`src/rtl/rbcs_pkg.sv`:
```
// Shared types and constants for the rank-by-counting-sort unit.
// Used by rbcs_ctrl, rbcs_dpath and rank_by_counting_sort_unit; no dependencies.
`timescale 1ns / 1ps

package rbcs_pkg;

  parameter int unsigned MAX_ITEMS_DEF = 16;

  parameter int unsigned HANDLE_W = 32;
  parameter int unsigned SCORE_W  = 32;
  parameter int unsigned POS_W    = 4;
  parameter int unsigned LEVEL_W  = 10;
  parameter int unsigned EXP_W    = 20;
  // level*100000 + experience stays below 2^27
  parameter int unsigned PROD_W   = 27;

  parameter logic [16:0] LEVEL_SCALE = 17'd100000;
  parameter logic [7:0]  LETTER_A    = 8'h41;
  parameter logic [7:0]  LETTER_Z    = 8'h5A;

  typedef struct packed {
    logic                       present;
    logic                       handle_ok;
    logic [7:0]                 type_letter;
    logic                       disabled;
    logic                       is_unit;
    logic [HANDLE_W-1:0]        handle;
    logic [LEVEL_W-1:0]         level;
    logic [EXP_W-1:0]           experience;
    logic signed [SCORE_W-1:0]  term_a;
    logic signed [SCORE_W-1:0]  term_b;
    logic signed [SCORE_W-1:0]  term_c;
    logic                       last;
  } in_item_t;

  typedef struct packed {
    logic [POS_W-1:0]    position;
    logic                filled;
    logic [HANDLE_W-1:0] slot_handle;
    logic                final_res;
  } out_item_t;

  typedef enum logic {
    RD_CTRL,
    RD_SLOT
  } rd_sel_e;

  typedef struct packed {
    logic    item_load;
    logic    row_we;
    rd_sel_e rd_sel;
    logic    pivot_load;
    logic    beats_clr;
    logic    cmp_en;
    logic    slot_we;
    logic    out_load;
    logic    out_single;
    logic    out_final;
  } cmd_t;

  typedef struct packed {
    logic item_last;
    logic out_free;
  } sts_t;

endpackage

```
`src/rtl/rank_by_counting_sort_unit.sv`:
```
// Top level of the rank-by-counting-sort unit: controller plus datapath.
// Depends on rbcs_pkg, rbcs_ctrl and rbcs_dpath.
//
//   channel | direction | handshake                 | payload
//   --------+-----------+---------------------------+----------------------------
//   in      | input     | in_valid_i / in_stall_o   | in_data_i  (in_item_t)
//   out     | output    | out_valid_o / out_stall_i | out_data_o (out_item_t)
//
// Each candidate is loaded, scored in a multiply stage, then written to the row store.
// On the last candidate of a set of n >= 2 rows, the ranking pass reads the row
// store through one port, comparing one pivot against one row a cycle; then
// each slot is emitted in turn, held while the output stalls.
// A set of one is emitted unranked from the item register. Reset: idle, empty set.
// Candidates are taken only while idle; a stalled result holds in the output register.
`timescale 1ns / 1ps

module rank_by_counting_sort_unit #(
  parameter int unsigned MaxItems = rbcs_pkg::MAX_ITEMS_DEF
) (
  input  logic                clk_i,
  input  logic                rst_ni,
  input  logic                in_valid_i,
  output logic                in_stall_o,
  input  rbcs_pkg::in_item_t  in_data_i,
  output logic                out_valid_o,
  input  logic                out_stall_i,
  output rbcs_pkg::out_item_t out_data_o
);

  import rbcs_pkg::*;

  localparam int unsigned AddrW = $clog2(MaxItems);
  localparam int unsigned CntW  = $clog2(MaxItems + 1);

  cmd_t             cmd;
  sts_t             sts;
  logic [AddrW-1:0] row_addr;
  logic [AddrW-1:0] slot_addr;
  logic [CntW-1:0]  count;

  rbcs_ctrl #(
    .MaxItems (MaxItems),
    .AddrW    (AddrW),
    .CntW     (CntW)
  ) u_ctrl (
    .clk_i       (clk_i),
    .rst_ni      (rst_ni),
    .in_valid_i  (in_valid_i),
    .in_stall_o  (in_stall_o),
    .sts_i       (sts),
    .cmd_o       (cmd),
    .row_addr_o  (row_addr),
    .slot_addr_o (slot_addr),
    .count_o     (count)
  );

  rbcs_dpath #(
    .MaxItems (MaxItems),
    .AddrW    (AddrW),
    .CntW     (CntW)
  ) u_dpath (
    .clk_i       (clk_i),
    .rst_ni      (rst_ni),
    .in_data_i   (in_data_i),
    .cmd_i       (cmd),
    .row_addr_i  (row_addr),
    .slot_addr_i (slot_addr),
    .count_i     (count),
    .sts_o       (sts),
    .out_valid_o (out_valid_o),
    .out_stall_i (out_stall_i),
    .out_data_o  (out_data_o)
  );

endmodule

```
`src/rtl/rbcs_dpath.sv`:
```
// Datapath: item register, score arithmetic, row store, pairwise compare,
// slot table and output register. Depends on rbcs_pkg; driven by rbcs_ctrl.
`timescale 1ns / 1ps

module rbcs_dpath #(
  parameter int unsigned MaxItems = rbcs_pkg::MAX_ITEMS_DEF,
  parameter int unsigned AddrW    = $clog2(MaxItems),
  parameter int unsigned CntW     = $clog2(MaxItems + 1)
) (
  input  logic                clk_i,
  input  logic                rst_ni,
  input  rbcs_pkg::in_item_t  in_data_i,
  input  rbcs_pkg::cmd_t      cmd_i,
  input  logic [AddrW-1:0]    row_addr_i,
  input  logic [AddrW-1:0]    slot_addr_i,
  input  logic [CntW-1:0]     count_i,
  output rbcs_pkg::sts_t      sts_o,
  output logic                out_valid_o,
  input  logic                out_stall_i,
  output rbcs_pkg::out_item_t out_data_o
);

  import rbcs_pkg::*;

  typedef struct packed {
    logic [SCORE_W-1:0]  score;
    logic [HANDLE_W-1:0] handle;
    logic                valid;
    logic                keep;
  } row_t;

  in_item_t           item_q;
  logic [PROD_W-1:0]  prod_q;
  logic [SCORE_W-1:0] abc_q;
  logic               item_valid;
  row_t               wr_row;

  row_t               row_mem [MaxItems];
  row_t               row_q;
  logic [AddrW-1:0]   rd_addr;
  logic [AddrW-1:0]   rd_idx_q;

  logic [AddrW-1:0]   slot_mem [MaxItems];
  logic [AddrW-1:0]   slot_q;
  logic [AddrW-1:0]   slot_wr_addr;

  row_t               pivot_q;
  logic [AddrW-1:0]   pivot_idx_q;
  logic [AddrW-1:0]   beats_q;
  logic               pivot_wins;

  logic               out_valid_q;
  out_item_t          out_q;
  logic               out_free;

  // ---- load and score ----
  always_ff @(posedge clk_i) begin
    if (cmd_i.item_load) begin
      item_q <= in_data_i;
    end
    prod_q <= PROD_W'(item_q.level) * PROD_W'(LEVEL_SCALE) + PROD_W'(item_q.experience);
    abc_q  <= item_q.term_a + item_q.term_b + item_q.term_c;
  end

  assign item_valid = item_q.present && item_q.handle_ok && !item_q.disabled &&
                      (item_q.type_letter >= LETTER_A) && (item_q.type_letter <= LETTER_Z);

  always_comb begin
    wr_row.valid  = item_valid;
    wr_row.keep   = item_valid && item_q.is_unit;
    wr_row.handle = item_q.present ? item_q.handle : '0;
    // x10 as two shifted copies, wraps in 32 bits
    wr_row.score  = item_valid ?
                    SCORE_W'({prod_q, 3'b000}) + SCORE_W'({prod_q, 1'b0}) + abc_q : '0;
  end

  // ---- row store ----
  assign rd_addr = (cmd_i.rd_sel == RD_SLOT) ? slot_q : row_addr_i;

  always_ff @(posedge clk_i) begin
    if (cmd_i.row_we) begin
      row_mem[row_addr_i] <= wr_row;
    end
    row_q    <= row_mem[rd_addr];
    rd_idx_q <= rd_addr;
  end

  // ---- compare pivot row against the row just read ----
  always_comb begin
    if (pivot_q.score != row_q.score) begin
      pivot_wins = $signed(pivot_q.score) > $signed(row_q.score);
    end else if (pivot_q.valid != row_q.valid) begin
      pivot_wins = pivot_q.valid;
    end else if (pivot_q.valid && (pivot_q.handle != row_q.handle)) begin
      pivot_wins = pivot_q.handle < row_q.handle;
    end else begin
      pivot_wins = pivot_idx_q < rd_idx_q;
    end
  end

  always_ff @(posedge clk_i) begin
    if (cmd_i.pivot_load) begin
      pivot_q     <= row_q;
      pivot_idx_q <= rd_idx_q;
    end
  end

  always_ff @(posedge clk_i or negedge rst_ni) begin
    if (!rst_ni) begin
      beats_q <= '0;
    end else if (cmd_i.beats_clr) begin
      beats_q <= '0;
    end else if (cmd_i.cmp_en && (rd_idx_q != pivot_idx_q) && pivot_wins) begin
      beats_q <= beats_q + AddrW'(1);
    end
  end

  // ---- slot table: slot = count - beats - 1 ----
  assign slot_wr_addr = AddrW'(count_i - CntW'(1) - CntW'(beats_q));

  always_ff @(posedge clk_i) begin
    if (cmd_i.slot_we) begin
      slot_mem[slot_wr_addr] <= pivot_idx_q;
    end
    slot_q <= slot_mem[slot_addr_i];
  end

  // ---- output register ----
  assign out_free = !out_valid_q || !out_stall_i;

  always_ff @(posedge clk_i or negedge rst_ni) begin
    if (!rst_ni) begin
      out_valid_q <= 1'b0;
    end else if (cmd_i.out_load) begin
      out_valid_q <= 1'b1;
    end else if (!out_stall_i) begin
      out_valid_q <= 1'b0;
    end
  end

  always_ff @(posedge clk_i) begin
    if (cmd_i.out_load) begin
      if (cmd_i.out_single) begin
        // set of one: not ranked, filled follows present
        out_q.position    <= '0;
        out_q.filled      <= item_q.present;
        out_q.slot_handle <= item_q.present ? item_q.handle : '0;
        out_q.final_res   <= 1'b1;
      end else begin
        out_q.position    <= POS_W'(slot_addr_i);
        out_q.filled      <= row_q.keep;
        out_q.slot_handle <= row_q.keep ? row_q.handle : '0;
        out_q.final_res   <= cmd_i.out_final;
      end
    end
  end

  assign out_valid_o     = out_valid_q;
  assign out_data_o      = out_q;
  assign sts_o.item_last = item_q.last;
  assign sts_o.out_free  = out_free;

  a_out_load_free: assert property (@(posedge clk_i) disable iff (!rst_ni)
    cmd_i.out_load |-> out_free)
    else $error("output register overwritten while held");

  a_slot_in_range: assert property (@(posedge clk_i) disable iff (!rst_ni)
    cmd_i.slot_we |-> (CntW'(beats_q) < count_i))
    else $error("beat count reached set size");

  a_load_not_ranking: assert property (@(posedge clk_i) disable iff (!rst_ni)
    cmd_i.row_we |-> !cmd_i.cmp_en && !cmd_i.slot_we && !cmd_i.pivot_load)
    else $error("row store written during ranking");

endmodule

```
`src/rtl/rbcs_ctrl.sv`:
```
// Controller: sequences loading, the all-pairs ranking pass and slot emission.
// Depends on rbcs_pkg; commands rbcs_dpath.
`timescale 1ns / 1ps

module rbcs_ctrl #(
  parameter int unsigned MaxItems = rbcs_pkg::MAX_ITEMS_DEF,
  parameter int unsigned AddrW    = $clog2(MaxItems),
  parameter int unsigned CntW     = $clog2(MaxItems + 1)
) (
  input  logic             clk_i,
  input  logic             rst_ni,
  input  logic             in_valid_i,
  output logic             in_stall_o,
  input  rbcs_pkg::sts_t   sts_i,
  output rbcs_pkg::cmd_t   cmd_o,
  output logic [AddrW-1:0] row_addr_o,
  output logic [AddrW-1:0] slot_addr_o,
  output logic [CntW-1:0]  count_o
);

  import rbcs_pkg::*;

  typedef enum logic [3:0] {
    S_IDLE,
    S_MUL,
    S_WR,
    S_PIV,
    S_PIV2,
    S_CMP,
    S_SLOT,
    S_E1,
    S_E2,
    S_E3,
    S_ONE
  } state_e;

  localparam logic [CntW-1:0] MaxCnt = CntW'(MaxItems);

  state_e           state_q, state_d;
  logic [CntW-1:0]  cnt_q, cnt_d;
  logic [AddrW-1:0] i_q, i_d;
  logic [CntW-1:0]  k_q, k_d;
  logic [CntW-1:0]  cnt_inc;
  logic             room;

  assign room    = cnt_q < MaxCnt;
  assign cnt_inc = room ? cnt_q + CntW'(1) : cnt_q;

  always_comb begin
    state_d = state_q;
    cnt_d   = cnt_q;
    i_d     = i_q;
    k_d     = k_q;
    cmd_o   = '0;
    cmd_o.rd_sel = RD_CTRL;
    row_addr_o   = '0;

    unique case (state_q)
      S_IDLE: begin
        if (in_valid_i) begin
          cmd_o.item_load = 1'b1;
          state_d = S_MUL;
        end
      end
      S_MUL: state_d = S_WR;
      S_WR: begin
        row_addr_o   = cnt_q[AddrW-1:0];
        cmd_o.row_we = room;  // overflow candidates are dropped
        cnt_d        = cnt_inc;
        state_d      = S_IDLE;
        if (sts_i.item_last) begin
          i_d = '0;
          if (cnt_inc == CntW'(1)) begin
            cnt_d   = '0;
            state_d = S_ONE;
          end else if (cnt_inc != '0) begin
            state_d = S_PIV;
          end
        end
      end
      S_PIV: begin
        row_addr_o = i_q;
        state_d    = S_PIV2;
      end
      S_PIV2: begin
        cmd_o.pivot_load = 1'b1;
        cmd_o.beats_clr  = 1'b1;
        row_addr_o       = '0;
        k_d              = CntW'(1);
        state_d          = S_CMP;
      end
      S_CMP: begin
        // row k-1 is in the read register this cycle
        cmd_o.cmp_en = 1'b1;
        row_addr_o   = k_q[AddrW-1:0];
        if (k_q == cnt_q) begin
          state_d = S_SLOT;
        end else begin
          k_d = k_q + CntW'(1);
        end
      end
      S_SLOT: begin
        cmd_o.slot_we = 1'b1;
        if (CntW'(i_q) == cnt_q - CntW'(1)) begin
          k_d     = '0;
          state_d = S_E1;
        end else begin
          i_d     = i_q + AddrW'(1);
          state_d = S_PIV;
        end
      end
      S_E1: state_d = S_E2;
      S_E2: begin
        cmd_o.rd_sel = RD_SLOT;
        state_d      = S_E3;
      end
      S_E3: begin
        // keep reading the slot's row so it holds while the output waits
        cmd_o.rd_sel = RD_SLOT;
        if (sts_i.out_free) begin
          cmd_o.out_load  = 1'b1;
          cmd_o.out_final = (k_q == cnt_q - CntW'(1));
          if (k_q == cnt_q - CntW'(1)) begin
            cnt_d   = '0;
            state_d = S_IDLE;
          end else begin
            k_d     = k_q + CntW'(1);
            state_d = S_E1;
          end
        end
      end
      S_ONE: begin
        if (sts_i.out_free) begin
          cmd_o.out_load   = 1'b1;
          cmd_o.out_single = 1'b1;
          state_d          = S_IDLE;
        end
      end
      default: state_d = S_IDLE;
    endcase
  end

  always_ff @(posedge clk_i or negedge rst_ni) begin
    if (!rst_ni) begin
      state_q <= S_IDLE;
      cnt_q   <= '0;
      i_q     <= '0;
      k_q     <= '0;
    end else begin
      state_q <= state_d;
      cnt_q   <= cnt_d;
      i_q     <= i_d;
      k_q     <= k_d;
    end
  end

  assign in_stall_o  = (state_q != S_IDLE);
  assign slot_addr_o = k_q[AddrW-1:0];
  assign count_o     = cnt_q;

  a_cnt_bound: assert property (@(posedge clk_i) disable iff (!rst_ni)
    cnt_q <= MaxCnt)
    else $error("loaded count above capacity");

  a_cmp_range: assert property (@(posedge clk_i) disable iff (!rst_ni)
    (state_q == S_CMP) |-> (k_q != '0) && (k_q <= cnt_q) && (cnt_q > CntW'(1)))
    else $error("compare index out of range");

  a_pivot_range: assert property (@(posedge clk_i) disable iff (!rst_ni)
    (state_q == S_SLOT) |-> (CntW'(i_q) < cnt_q))
    else $error("pivot row beyond loaded set");

  a_emit_done: assert property (@(posedge clk_i) disable iff (!rst_ni)
    (cmd_o.out_load && cmd_o.out_final) |=> (state_q == S_IDLE) && (cnt_q == '0))
    else $error("emission ended without returning to idle");

endmodule
```
`config.mk`:
```
export PLATFORM = sky130hd
export DESIGN_NAME = rank_by_counting_sort_unit
export DESIGN_NICKNAME = d
export VERILOG_FILES = /design/src/rtl/rbcs_pkg.sv /design/src/rtl/rank_by_counting_sort_unit.sv /design/src/rtl/rbcs_dpath.sv /design/src/rtl/rbcs_ctrl.sv
export SDC_FILE = /design/constraint.sdc
export NUM_CORES = 2
export LEC_CHECK = 0
export BUFFER_PORTS_ARGS = -buffer_cell sky130_fd_sc_hd__buf_4
export CORE_ASPECT_RATIO = 1.1
export CORE_MARGIN = 2
export CORE_UTILIZATION = 60
export CTS_BUF_LIST = sky130_fd_sc_hd__clkbuf_16
export CTS_CLUSTER_DIAMETER = 200
export CTS_CLUSTER_SIZE = 40
export DETAILED_ROUTE_END_ITERATION = 10
export HOLD_SLACK_MARGIN = 0.06
export PLACE_DENSITY = 0.84
export SYNTH_ARGS = -nofsm -noshare
export SYNTH_HDL_FRONTEND = slang
export SYNTH_HIERARCHICAL = 1
export SYNTH_SLANG_ARGS = --single-unit
```
`constraint.sdc`:
```
create_clock -name clk_i -period 9.1 [get_ports clk_i]
set_input_delay 0.455 -clock clk_i [delete_from_list [all_inputs] [get_ports clk_i]]
set_output_delay 0.455 -clock clk_i [all_outputs]
set_load 0.02 [all_outputs]
```
==> Word level (Yosys, flattened, before mapping) <==
Memory sizes are Yosys's and may differ from the RTL's. A register that Yosys moved wholly into a read port is not among the register bits.
Index checks and enable logic that the tools add are counted.
W data, S select, Z words.
{ "op_classes": {"n_mux": 54, "n_addsub": 11, "reduce_logical": 24, "n_eq_ne": 29, "multipliers": 1, "order_cmp": 6} }
{ "op_table": {"columns": ["operator", "n"], "rows": [
  ["$add A32 B32 Y32", 3],
  ["$mux W32", 3],
  ["$ne A32 B32 Y1", 2],
  ["$mux W5", 9],
  ["$mux W4", 11],
  ["$pmux W4 S11", 1],
  ["$mux W34", 1],
  ["$gt A32 B32 Y1", 1],
  ["$lt A32 B32 Y1", 1],
  ["$add A30 B28 Y31", 1],
  ["$add A27 B20 Y27", 1],
  ["$mul A10 B12 Y22 const B", 1],
  ["$pmux W5 S4", 1],
  ["$mux W1", 19],
  ["$eq A4 B3 Y1 const B", 4],
  ["$ne A2 B1 Y1 const B", 7],
  ["$eq A4 B4 Y1 const B", 3],
  ["$pmux W4 S3", 1],
  ["$add A5 B1 Y5 const B", 2],
  ["$eq A5 B5 Y1", 2],
  ["$pmux W5 S2", 1],
  ["$add A4 B1 Y4 const B", 2],
  ["$eq A4 B2 Y1 const B", 2],
  ["$ge A8 B7 Y1 const B", 1],
  ["other kinds (26)", 45]
]} }
{ "word_totals": {"out_inout_bits": 40, "ramBits": 1120, "memories": 2, "wordCells": 156, "ff_bits": 364, "input_bits": 175} }
{ "memory_table": {"columns": ["name", "depth", "word_bits", "rd", "rd_ports_with_merged_regs", "write_ports", "line_no", "text"], "rows": [
  ["u_dpath.row_mem", 16, 66, 1, 1, 1, "rbcs_dpath.sv:38", "row_t row_mem [MaxItems];"],
  ["u_dpath.slot_mem", 16, 4, 1, 1, 1, "rbcs_dpath.sv:43", "logic [AddrW-1:0] slot_mem [MaxItems];"]
]} }

==> Longest topological paths before layout <==
{ "logic_depth": {"word_depth": 8, "mapped_depth": 22, "ltp_nobuf": 22} }

==> Cells and area by module <==
The synthesis kept the hierarchy.
{ "by_module_without_submodules": {"columns": ["module", "area_per_inst_um2", "cells_each", "instances", "seq_area_each_um2"], "rows": [
  ["rbcs_dpath", 64354.2, 4849, 1, 44767.9],
  ["rbcs_ctrl", 1562.7, 187, 1, 450.4]
]} }

==> Least setup slack after synthesis <==
No wires, ideal clock.
{ "synth_path": {"path_kind": "register to register", "start": "reg u_ctrl.state_q[1]", "end": "mem u_dpath/row_mem[0][0] (netlist bit) (enable)", "arrival_ns": 6.302, "setup_ns": 0.571, "path_buffers": 1, "path_slack_ns": 2.227, "period_less_slack_ns": 6.873, "stages_incl_launch_ff": 6, "required_time_ns": 8.529, "cell_sequence": "dfrtp_1 -> clkbuf_1 -> nand2_1 -> nor4_1 -> or3b_2 -> nor3_1"} }
{ "synth_rtl": {"columns": ["item", "line_no", "text"], "rows": [
  ["from (decl)", "rbcs_ctrl.sv:39", "state_e state_q, state_d;"],
  ["from (signal assigned)", "rbcs_ctrl.sv:150", "state_q <= state_d;"],
  ["to (decl)", "rbcs_dpath.sv:38", null]
]} }

==> Worst setup path after layout <==
{ "layout_path": {"start": "reg u_dpath/item_q[119] (netlist bit)", "end": "reg u_dpath.prod_q[24]"} }
{ "layout_via": {"elab_chain_cells": 2} }
{ "layout_lines": {"columns": ["item", "line_no", "text"], "rows": [
  ["from (decl)", "rbcs_dpath.sv:32", "in_item_t item_q;"],
  ["from (signal assigned)", "rbcs_dpath.sv:59", "item_q <= in_data_i;"],
  ["$mul A10 B12 Y22", "rbcs_dpath.sv:61", "prod_q <= PROD_W'(item_q.level) * PROD_W'(LEVEL_SCALE) + PROD_W'(item_q.experience);"],
  ["$add A27 B20 Y27", "rbcs_dpath.sv:61", null],
  ["to (signal assigned)", "rbcs_dpath.sv:61", null],
  ["to (decl)", "rbcs_dpath.sv:33", "logic [PROD_W-1:0] prod_q;"]
]} }
No other way between the ends.
A chain may end at the register's enable or synchronous reset.

==> reports/results.ini <==
[outcome]
status=complete, no violations

[clock_tree]
htreeDepth=2
tritoncts=yes
cts_resized=0
clock_latency_ns=0.72
clock-root-buffer=clkbuf_16
clock_sinks=1554
ctsHoldBuffers=172
clk_pin_slew_ns=0.15
cts_buffers=44
post-cts-setup-buffer-count=0
clock_path_buffers=3

[setup_path]
critPathKind=reg2reg
critPathMaxFanout=5
required_ns=9.68
cp-start-kind=flip-flop
startpoint=u_dpath/item_q[119]$_DFFE_PP_
ff2ff_path_depth=21
r2r-start=u_dpath/item_q[119]$_DFFE_PP_
r2r-end=u_dpath/prod_q[24]$_DFF_P_
r2r_slack_ns=3.89
worstPathArrival_ns=5.79
end_kind=flip-flop
critPathCapture=u_dpath/prod_q[24]$_DFF_P_

[floorplan]
coreArea_um2=109000
die_y_um=352
die_width_um=320
io_pins=215
rows=127
dieArea_um2=113000
initial_core_util=0.605

[synth]
synth_ff_type=edfxtp_1
synthCells=5036
synth_top_area_share=0.637
synth_cell_types=87
syn-cell-area_um2=65900
ys_warn_count=6
synth_top_area_cell=edfxtp_1
yosys_register_bits=1554
synth_edf_count=1398
synth.net_count=5519
yosys-top-cells-area=edfxtp_1 64%, nand2_1 6.5%, ha_1 4.4%
ys_seq_area_frac=0.686
ys_async_sr_fraction=0.0148
synthTopCellsByCount=1398 x edfxtp_1, 1150 x nand2_1, 548 x nand3_1
synthesis.area_per_instance_um2=13.1
synth.most_common_cell=edfxtp_1

[global_route]
grt_pass1_vias=41200
antenna_found_initial=1
grt_pass1_wl_mm=230
groute.usage.overall=0.265
grt_max_degree=187
gr-total-overflow=0

[place]
place_area_um2=69000
dp_hpwl_mm=83.0
numPortBuffers=214
finalWeightedCongestion=0.852
dp.cells=6476

[sta]
skew_ns=0.0529
period_share=0.573
max_slew_margin=0.172
fmax_mhz=192
fin_tns_setup_ns=0
final-setup-viol-count=0
worst_slew_pin_slew_ns=1.23
drv_slew=0
fin_crit_ns=5.22
final-hold-violation-count=0
hold_slack_ns=0.162
rsz0062_at_grt=no

[route]
routed_wl_mm=152
drc=0
wl_per_cell_um=22.5
viasPerCell=6.15
vias=41400
drt_pass1_iterations=6
ant_nets=0
drtIter0Drc=4996

[worst_hold_path]
min-delay-path-class=in2async

[flow_run]
maxCapViolations=0

[finish]
drive_above_1_share=0.0757
final_nets=5758
post-route-cell-area_um2=72100
diodes=0
syn_to_final_growth_pct=9.32
stdcell_count=6728

[pwr]
peakVddDrop_v=0.000343
power.density_nw_per_um2=309
p_leak_nw=26.5

==> critical path: stages, from the launching register on <==
cell and delay, ns:
edfxtp_1 0.46, inv_1 0.06, ha_1 0.29, inv_1 0.10, fa_1 0.43, ha_1 0.31
fa_1 0.44, ha_1 0.29, ha_1 0.30, o21ai_1 0.12, a22oi_2 0.22, xor2_1 0.18
ha_1 0.31, a21o_1 0.19, a21o_1 0.17, a21oi_1 0.13, o31a_1 0.18, nor2b_1 0.07
and4_1 0.19, a311oi_1 0.40, nor2_1 0.10, xor2_1 0.15
==> through the flow <==
stage	worst slack, ns	power [mW]	util
finish	3.89	22.2	0.661
global route	3.53	23.6	0.661
CTS	3.89	22.2	0.661
global placement	3.99	18.9	0.633
floorplan	2.23	16.7	-
detailed placement	3.94	19.3	0.633
==> where the power goes <==
part	switching (mW)	total, mW	internal, mW
registers	0.448	9.12	8.68
logic	6.20	10.2	4.03
clock network	1.96	2.89	0.933
==> layout make-up <==
class                           instances  area (um^2)
Sequential cell                      1554        45200
Clock buffer                           45         1130
Inverter                              152          586
Fill cell                            7229        36900
Timing Repair Buffer                  447         3860
Multi-Input combinational cell       3076        19300
Clock inverter                         35          169
Tap cell                             1419         1780
==> worst min path at each step <==
stage                                 start  cells after the start  slack, ns                             to
2_1_floorplan                        rst_ni                      0       0.16  u_ctrl/count_o[0]$_DFFE_PN0P_
3_3_place_gp   u_dpath/item_q[97]$_DFFE_PP_                      0       0.34      u_dpath/prod_q[0]$_DFF_P_
3_5_place_dp   u_dpath/item_q[98]$_DFFE_PP_                      0       0.33      u_dpath/prod_q[1]$_DFF_P_
4_1_cts                              rst_ni                      2       0.14      u_ctrl/k_q[1]$_DFFE_PN0P_
5_1_grt                              rst_ni                      2       0.16      u_ctrl/k_q[2]$_DFFE_PN0P_
6_report                             rst_ni                      2       0.16      u_ctrl/k_q[1]$_DFFE_PN0P_
==> logic make-up (layout without fill, tap and decap cells) <==
| group | Yosys count | count (layout) | synth area share |
|---|---|---|---|
| AND/OR/NAND/NOR | 2075 | 2075 | 0.138 |
| flip-flops | 1554 | 1554 | 0.686 |
| AO/OA/AOI/OAI | 550 | 550 | 0.0607 |
| buffers and inverters | 406 | 679 | 0.0237 |
| adder cells (fa/ha/maj) | 309 | 309 | 0.0675 |
| XOR/XNOR | 112 | 112 | 0.0152 |
| multiplexers | 30 | 30 | 0.00839 |
==> routing by layer <==
metal	global-route usage	up-vias	wire, um
li1	-	18700	-
met1	0.337	20300	56000
met5	0	-	0
met4	0.0950	0	5220
met3	0.0355	313	13300
met2	0.470	2107	77100
==> sequential cells by signal (all words and copies together) (netlist names), 5 cells and up <==
name                flops
u_dpath/item_q        170
u_dpath/abc_q          32
u_dpath/row_q          66
u_dpath/prod_q         27
u_ctrl/k_q              5
u_dpath/row_mem      1056
u_ctrl/count_o          5
u_dpath/out_data_o     38
u_dpath/slot_mem       64
u_dpath/pivot_q        65
==> cell usage in the layout (no fill, tap or decap), types with 37 or more instances in the layout <==
cell	count
clkbuf_16	45
ha_1	230
and2_1	41
xor2_1	37
nor2_1	110
a311oi_1	133
dfxtp_1	133
nand3_1	548
edfxtp_1	1398
dlygate4sd3_1	172
nand2_1	1150
a21oi_1	78
inv_1	180
a21o_1	59
and3_1	69
buf_4	269
xnor2_1	73
o21ai_0	60
fa_1	78
a31oi_1	73
No activity file was read; power rests on OpenSTA's default activity.
